--- config.mk ---
export PLATFORM = sky130hd
export DESIGN_NAME = memory_test_pattern_checker_unit
export DESIGN_NICKNAME = d
export VERILOG_FILES = /design/src/sv/mtpc_pkg.sv /design/src/sv/mtpc_core.sv /design/src/sv/memory_test_pattern_checker_unit.sv
export SDC_FILE = /design/constraint.sdc
export NUM_CORES = 1
export LEC_CHECK = 0
export BUFFER_PORTS_ARGS = -buffer_cell sky130_fd_sc_hd__buf_2
export CORE_ASPECT_RATIO = 0.8
export CORE_MARGIN = 1.5
export CORE_UTILIZATION = 55
export CTS_CLUSTER_DIAMETER = 80
export DETAILED_ROUTE_END_ITERATION = 12
export PLACE_DENSITY = 0.8
export SYNTH_ARGS = -nofsm -noshare
export SYNTH_HDL_FRONTEND = slang
export SYNTH_SLANG_ARGS = --single-unit
--- constraint.sdc ---
create_clock -name clk_i -period 7.13 [get_ports clk_i]
set_input_delay 0.3565 -clock clk_i [delete_from_list [all_inputs] [get_ports clk_i]]
set_output_delay 0.3565 -clock clk_i [all_outputs]
set_load 0.01 [all_outputs]
--- src/sv/mtpc_pkg.sv ---
`timescale 1ns / 1ps

package mtpc_pkg;

  // sequence lengths of the two pattern types
  localparam int unsigned WalkSteps = 100;
  localparam int unsigned FillSteps = 256;

  // walking sequence landmarks
  localparam logic [6:0] PosZero      = 7'd0;
  localparam logic [6:0] PosAlt       = 7'd1;
  localparam logic [6:0] PosWalkStart = 7'd3;
  localparam logic [6:0] PosFillStart = 7'd35;
  localparam logic [6:0] PosShiftOut  = 7'd67;
  localparam logic [6:0] PosLast      = 7'(WalkSteps - 1);

  localparam logic [31:0] WordAlt  = 32'h5555_5555;
  localparam logic [31:0] WordOnes = 32'hFFFF_FFFF;
  localparam logic [31:0] WordOne  = 32'h0000_0001;

  localparam logic       PatWalk = 1'b0;
  localparam logic       PatFill = 1'b1;

  typedef enum logic [2:0] {
    OP_RESET   = 3'd0,
    OP_BEGIN   = 3'd1,
    OP_GEN     = 3'd2,
    OP_VERIFY  = 3'd3,
    OP_NEXT    = 3'd4,
    OP_SET_PAT = 3'd5
  } op_e;

  typedef struct packed {
    logic [31:0] word;
    logic [2:0]  mismatches;
    logic [31:0] error_total;
    logic        more;
    logic [7:0]  test_number;
    logic        pattern_now;
  } result_t;

  // test index folded into the walking sequence (value below three times its length)
  function automatic logic [6:0] walk_mod(input logic [7:0] v);
    logic [7:0] r;
    begin
      r = v;
      if (r >= 8'(2 * WalkSteps)) begin
        r = r - 8'(2 * WalkSteps);
      end else if (r >= 8'(WalkSteps)) begin
        r = r - 8'(WalkSteps);
      end
      return r[6:0];
    end
  endfunction

endpackage

--- src/sv/mtpc_core.sv ---
`timescale 1ns / 1ps

module mtpc_core (
  input  logic                  clk_i,
  input  logic                  rst_ni,
  input  logic                  en_i,
  input  logic [2:0]            op_i,
  input  logic [31:0]           data_word_i,
  input  logic                  pattern_i,
  output mtpc_pkg::result_t     result_o
);
  import mtpc_pkg::*;

  logic [7:0]  test_q, test_d;
  logic        pat_q, pat_d;
  logic [6:0]  pos_q, pos_d;
  logic [31:0] run_q, run_d;
  logic [31:0] err_q, err_d;

  logic [31:0] walk_word;
  logic [31:0] fill_word;
  logic [31:0] word;
  logic [2:0]  mis;
  logic        more;
  logic [32:0] err_sum;
  logic [8:0]  next_idx;
  logic [8:0]  idx_count;

  // walking word at the current position
  always_comb begin
    if (pos_q == PosZero) begin
      walk_word = '0;
    end else if (pos_q == PosAlt) begin
      walk_word = WordAlt;
    end else if (pos_q == PosWalkStart || pos_q == PosFillStart) begin
      walk_word = WordOne;
    end else if (pos_q == PosLast) begin
      walk_word = WordOnes;
    end else if (pos_q < PosFillStart) begin
      walk_word = {run_q[30:0], 1'b0};
    end else if (pos_q < PosShiftOut) begin
      walk_word = {run_q[30:0], 1'b1};
    end else begin
      walk_word = {run_q[30:0], 1'b0};
    end
  end

  assign fill_word = {4{test_q}};
  assign next_idx  = {1'b0, test_q} + 9'd1;
  assign idx_count = (pat_q == PatWalk) ? 9'(WalkSteps) : 9'(FillSteps);

  // per-op state update and result
  always_comb begin
    test_d  = test_q;
    pat_d   = pat_q;
    pos_d   = pos_q;
    run_d   = run_q;
    err_d   = err_q;
    word    = '0;
    mis     = '0;
    more    = 1'b0;
    err_sum = '0;
    case (op_e'(op_i))
      OP_RESET: begin
        test_d = '0;
        pat_d  = PatWalk;
        pos_d  = '0;
        run_d  = '0;
        err_d  = '0;
      end
      OP_BEGIN: begin
        pos_d = walk_mod(test_q);
        run_d = '0;
        err_d = '0;
      end
      OP_GEN, OP_VERIFY: begin
        if (pat_q == PatWalk) begin
          word  = walk_word;
          run_d = walk_word;
          pos_d = (pos_q == PosLast) ? PosZero : pos_q + 7'd1;
          if (op_e'(op_i) == OP_VERIFY && data_word_i != walk_word) begin
            mis = 3'd1;
          end
        end else begin
          word = fill_word;
          if (op_e'(op_i) == OP_VERIFY) begin
            for (int k = 0; k < 4; k++) begin
              if (data_word_i[8*k +: 8] != test_q) begin
                mis = mis + 3'd1;
              end
            end
          end
        end
        // saturating error total
        err_sum = {1'b0, err_q} + 33'(mis);
        err_d   = err_sum[32] ? WordOnes : err_sum[31:0];
      end
      OP_NEXT: begin
        if (next_idx < idx_count) begin
          test_d = next_idx[7:0];
          more   = 1'b1;
        end else begin
          test_d = '0;
          pat_d  = ~pat_q;
          more   = (pat_q == PatWalk);
        end
      end
      OP_SET_PAT: begin
        pat_d  = pattern_i;
        test_d = '0;
      end
      default: begin
      end
    endcase
  end

  // engine state
  always_ff @(posedge clk_i or negedge rst_ni) begin
    if (!rst_ni) begin
      test_q <= '0;
      pat_q  <= PatWalk;
      pos_q  <= '0;
      run_q  <= '0;
      err_q  <= '0;
    end else if (en_i) begin
      test_q <= test_d;
      pat_q  <= pat_d;
      pos_q  <= pos_d;
      run_q  <= run_d;
      err_q  <= err_d;
    end
  end

  assign result_o.word        = word;
  assign result_o.mismatches  = mis;
  assign result_o.error_total = err_d;
  assign result_o.more        = more;
  assign result_o.test_number = test_d;
  assign result_o.pattern_now = pat_d;

endmodule

--- src/sv/memory_test_pattern_checker_unit.sv ---
// an item is held in the input register, then its result in the result register
// one item per cycle while no held result waits for out_ready_i
// an input register and a result register each hold one item while the output stalls
// reset (rst_ni low, asynchronous) clears test index, pattern type, position,
// running word, error total and both valid flags
`timescale 1ns / 1ps

module memory_test_pattern_checker_unit (
  input  logic        clk_i,
  input  logic        rst_ni,
  input  logic        in_valid_i,
  output logic        in_ready_o,
  input  logic [2:0]  op_i,
  input  logic [31:0] data_word_i,
  input  logic        pattern_i,
  output logic        out_valid_o,
  input  logic        out_ready_i,
  output logic [31:0] word_o,
  output logic [2:0]  mismatches_o,
  output logic [31:0] error_total_o,
  output logic        more_o,
  output logic [7:0]  test_number_o,
  output logic        pattern_now_o
);
  import mtpc_pkg::*;

  logic        in_valid_q, in_valid_d;
  logic [2:0]  op_q;
  logic [31:0] data_q;
  logic        pattern_q;
  logic        out_valid_q, out_valid_d;
  result_t     res_q;
  result_t     res;
  logic        advance;
  logic        take;

  // handshake
  assign advance    = in_valid_q && (!out_valid_q || out_ready_i);
  assign in_ready_o = !in_valid_q || advance;
  assign take       = in_valid_i && in_ready_o;

  assign in_valid_d  = take ? 1'b1 : (advance ? 1'b0 : in_valid_q);
  assign out_valid_d = advance ? 1'b1 : (out_ready_i ? 1'b0 : out_valid_q);

  // valid flags of the input and result registers
  always_ff @(posedge clk_i or negedge rst_ni) begin
    if (!rst_ni) begin
      in_valid_q  <= 1'b0;
      out_valid_q <= 1'b0;
    end else begin
      in_valid_q  <= in_valid_d;
      out_valid_q <= out_valid_d;
    end
  end

  always_ff @(posedge clk_i) begin
    if (take) begin
      op_q      <= op_i;
      data_q    <= data_word_i;
      pattern_q <= pattern_i;
    end
  end

  mtpc_core u_core (
    .clk_i       (clk_i),
    .rst_ni      (rst_ni),
    .en_i        (advance),
    .op_i        (op_q),
    .data_word_i (data_q),
    .pattern_i   (pattern_q),
    .result_o    (res)
  );

  // result register
  always_ff @(posedge clk_i) begin
    if (advance) begin
      res_q <= res;
    end
  end

  assign out_valid_o   = out_valid_q;
  assign word_o        = res_q.word;
  assign mismatches_o  = res_q.mismatches;
  assign error_total_o = res_q.error_total;
  assign more_o        = res_q.more;
  assign test_number_o = res_q.test_number;
  assign pattern_now_o = res_q.pattern_now;

`ifndef SYNTH
  // input side only stalls behind a held result
  a_stall_cause: assert property (@(posedge clk_i) disable iff (!rst_ni)
    !in_ready_o |-> (out_valid_o && !out_ready_i))
    else $error("input stalled without a pending result");

  // walking pattern counts at most one mismatch per word
  a_walk_mis: assert property (@(posedge clk_i) disable iff (!rst_ni)
    (out_valid_o && pattern_now_o == PatWalk && more_o == 1'b0) |->
    (mismatches_o == 3'd0 || mismatches_o == 3'd1))
    else $error("walking mismatch count above one");

  // mismatch counts never exceed the byte count of a word
  a_fill_mis: assert property (@(posedge clk_i) disable iff (!rst_ni)
    out_valid_o |-> (mismatches_o <= 3'd4))
    else $error("mismatch count above four");

  // walking test index stays inside the sequence
  a_walk_idx: assert property (@(posedge clk_i) disable iff (!rst_ni)
    (out_valid_o && pattern_now_o == PatWalk) |-> (test_number_o < 8'(WalkSteps)))
    else $error("walking test index out of range");
`endif

endmodule
==> impl_metrics.json <==
{
  "status": "completed",
  "clk_latency_ns": 0.45,
  "cts_root_buffer": "clkbuf_16",
  "syn_nets": 1161,
  "leakagePower_uw": 0.004934,
  "first_global_vias": 7931,
  "r2r_cells": 17,
  "die-area_um2": 20200,
  "cp_cell_sequence": "inv_1 > ha_1 > nor2b_1 > a22o_1 > o21ai_1 > a2111oi_2 > o2111ai_1 > o31a_1 > ha_1 > fa_1 > a21oi_1 > nor3_4 > nand4_1 > or2_2 > nand4_1 > o21a_1 > o22a_1",
  "fmax_mhz": 169.3,
  "avgSynthCellArea_um2": 9.694,
  "grtUsageTotal": 0.3024,
  "dieHeight_um": 127.4,
  "drive_gt1_frac": 0.1515,
  "ant_nets": 0,
  "initial_core_util": 0.5610,
  "hold_start": "op_i[0]",
  "tightest_slew_ns": 0.9956,
  "cts.sinks": 194,
  "htreeDepth": 4,
  "vdd_drop_max_mv": 0.1725,
  "cpLargestDelayFamily": "compound AO/OA/AOI/OAI gates",
  "gp_congestion": 0.9493,
  "wl_per_cell_um": 20.42,
  "synth_cells": 1098,
  "holdPathEnd": "op_q[0]",
  "clk_path_buf_depth": 2,
  "slew_headroom": 0.3363,
  "finalHoldViolCount": 0,
  "critPathCaptureType": "register",
  "crit_buf_inv": 1,
  "fin_setup_tns_ns": 0,
  "post_cts_buffers": 0,
  "area.growth.synth_to_final_pct": 12.07,
  "worstHoldPathCells": 1,
  "synth_seq_cells": 194,
  "regToRegStartpoint": "u_core.pos_q[1]",
  "drtIter0Drc": 1201,
  "synth_top_area_frac": 0.3188,
  "cpMaxStageDelayCell": "a22o_1",
  "cts_buffers": 17,
  "ys_warn_count": 0,
  "clkTransAtPathRegs_ns": 0.08,
  "regToRegSetupSlack_ns": 1.22,
  "nNetsFinal": 1238,
  "final.setup_skew_ns": 0.01339,
  "ys_async_sr_fraction": 0.4175,
  "start_kind": "register",
  "cts_tree": "done",
  "criticalPathCategory": "reg2reg",
  "num_io_pins": 119,
  "post-route-drc-count": 0,
  "io_buffer_count": 118,
  "synth_edf_count": 113,
  "grt_max_degree": 73,
  "slowest_delay_ns": 0.91,
  "viasPerCell": 6.338,
  "synth_area_leaders": "edfxtp_1, dfrtp_1, a21oi_1, o21ai_0, nand2_1",
  "core_um2": 18970,
  "drv_slew": 0,
  "reg2reg_to": "error_total_o[29]",
  "dp_hpwl_mm": 20.34,
  "setup_viol": 0,
  "synth_commonest_cells": "a21oi_1, nand2_1, edfxtp_1",
  "antennaDiodeCount": 0,
  "power_uw": 3028,
  "synthFlopType": "edfxtp_1",
  "yosys.area.top_type": "edfxtp_1",
  "via_count": 9165,
  "arrival_ns": 6.12,
  "die_w_um": 158.5,
  "path_max_fanout": 29,
  "syn_area_um2": 10640,
  "rsz0062_at_grt": "no",
  "yosysSeqAreaShare": 0.5092,
  "max-cap-violations": 0,
  "yosysMostFrequentCell": "a21oi_1",
  "period_minus_slack_ns": 5.906,
  "yosysUniqueCellTypes": 76,
  "grt_first_pass_wirelength_mm": 45.66,
  "overflow": 0,
  "fin_ws_ns": 1.224,
  "drt_wl_total_mm": 29.53,
  "dp_slack_ns": 1.408,
  "critPathRequiredTime_ns": 7.34,
  "antenna_found_initial": 1,
  "min_period_over_period": 0.8283,
  "drtPass1Iterations": 6,
  "fp-row-count": 45,
  "hold_class": "in2reg",
  "p_per_area_nw_per_um2": 253.9
}
[state kept, by name, indices dropped and copies added, names as in the netlist]
register	cells
data_q	32
error_total_o	32
in_valid_q	1
mismatches_o	3
more_o	1
op_q	3
out_valid_o	1
pattern_now_o	1
pattern_q	1
test_number_o	8
u_core.err_q	32
u_core.pat_q	1
u_core.pos_q	7
u_core.run_q	31
u_core.test_q	8
word_o	32
[placed cells by master (no fill, tap or decap), types with 10 or more instances in the layout]
master | Yosys | routed
a21o_1 | 10 | 10
a21oi_1 | 132 | 132
a22o_1 | 13 | 13
a31oi_1 | 12 | 12
and3_1 | 16 | 16
buf_2 | 14 | 117
buf_4 | 3 | 14
clkbuf_16 | 0 | 17
dfrtp_1 | 81 | 81
edfxtp_1 | 113 | 113
ha_1 | 22 | 22
inv_1 | 31 | 31
nand2_1 | 114 | 114
nand3_1 | 24 | 24
nand4_1 | 13 | 13
nor2_1 | 88 | 88
nor3_1 | 21 | 21
o21ai_0 | 100 | 99
o22a_1 | 21 | 21
o22ai_1 | 11 | 11
o31ai_1 | 14 | 14
xnor2_1 | 13 | 13
xor2_1 | 32 | 32
[final cells by class]
class                   count  area [µm²]
flip-flops and latches    194        5420
well taps                 258       322.8
clock buffers              17       425.4
repair buffers            132       700.7
inverters                  32       121.4
fillers                  1521        7046
clock inverters            15       161.4
multi-input cells         798        4777
[per-stage QoR]
step	cell area [µm²]	hold WS [ns]	util	cells
2_1_floorplan	10640	0.06091	-	1098
6_report	11930	0.07895	0.6287	1446
3_3_place_gp	11330	0.3968	0.5972	1413
4_1_cts	11930	0.06710	0.6287	1446
3_5_place_dp	11330	0.3990	0.5972	1413
5_1_grt	11930	0.06467	0.6287	1446
[report_power, final]
| part | switching, µW | total, µW | leakage (µW) | internal, µW |
|---|---|---|---|---|
| Sequential | 137 | 1430 | 0.00223 | 1300 |
| Combinational | 421 | 642 | 0.00242 | 221 |
| Clock | 484 | 954 | 0.000286 | 470 |
| Total | 1040 | 3030 | 0.00493 | 1990 |
[layer usage]
metal  vias to the layer above  track usage  wire, µm
met3                        43      0.08005      3582
met2                       555       0.3907     11900
met1                      4346       0.4924     13610
met4                         0      0.07752       437
li1                       4221            -         -
met5                         -            0         0
[cells by family (layout without fill, tap and decap cells)]
kind of cell,count (synthesis),after routing,share of synthesized area
buffers and inverters,106,196,0.04232
AO/OA/AOI/OAI,374,374,0.2156
AND/OR/NAND/NOR,349,349,0.1614
multiplexers,7,7,0.006701
XOR/XNOR,45,45,0.03703
adder cells (fa/ha/maj),23,23,0.02774
flip-flops,194,194,0.5092
[how the worst max path moves through the flow]
stage	from	to	slack [ns]	depth (start not counted)
4_1_cts	u_core.pos_q[1]	error_total_o[29]	1.39	17
6_report	u_core.pos_q[1]	error_total_o[29]	1.22	17
3_5_place_dp	u_core.pos_q[1]	error_total_o[29]	1.41	17
3_3_place_gp	u_core.pos_q[1]	error_total_o[29]	1.59	17
2_1_floorplan	u_core.test_q[2]	error_total_o[7]	2.80	18
5_1_grt	u_core.pos_q[1]	error_total_o[29]	0.90	17
[repair_timing]
action | CTS | global route
hold buffers | 1 | 0
gates resized for setup | 0 | 0
hold endpoints to repair | 40 | 0
(Power assumes the default switching activity.)
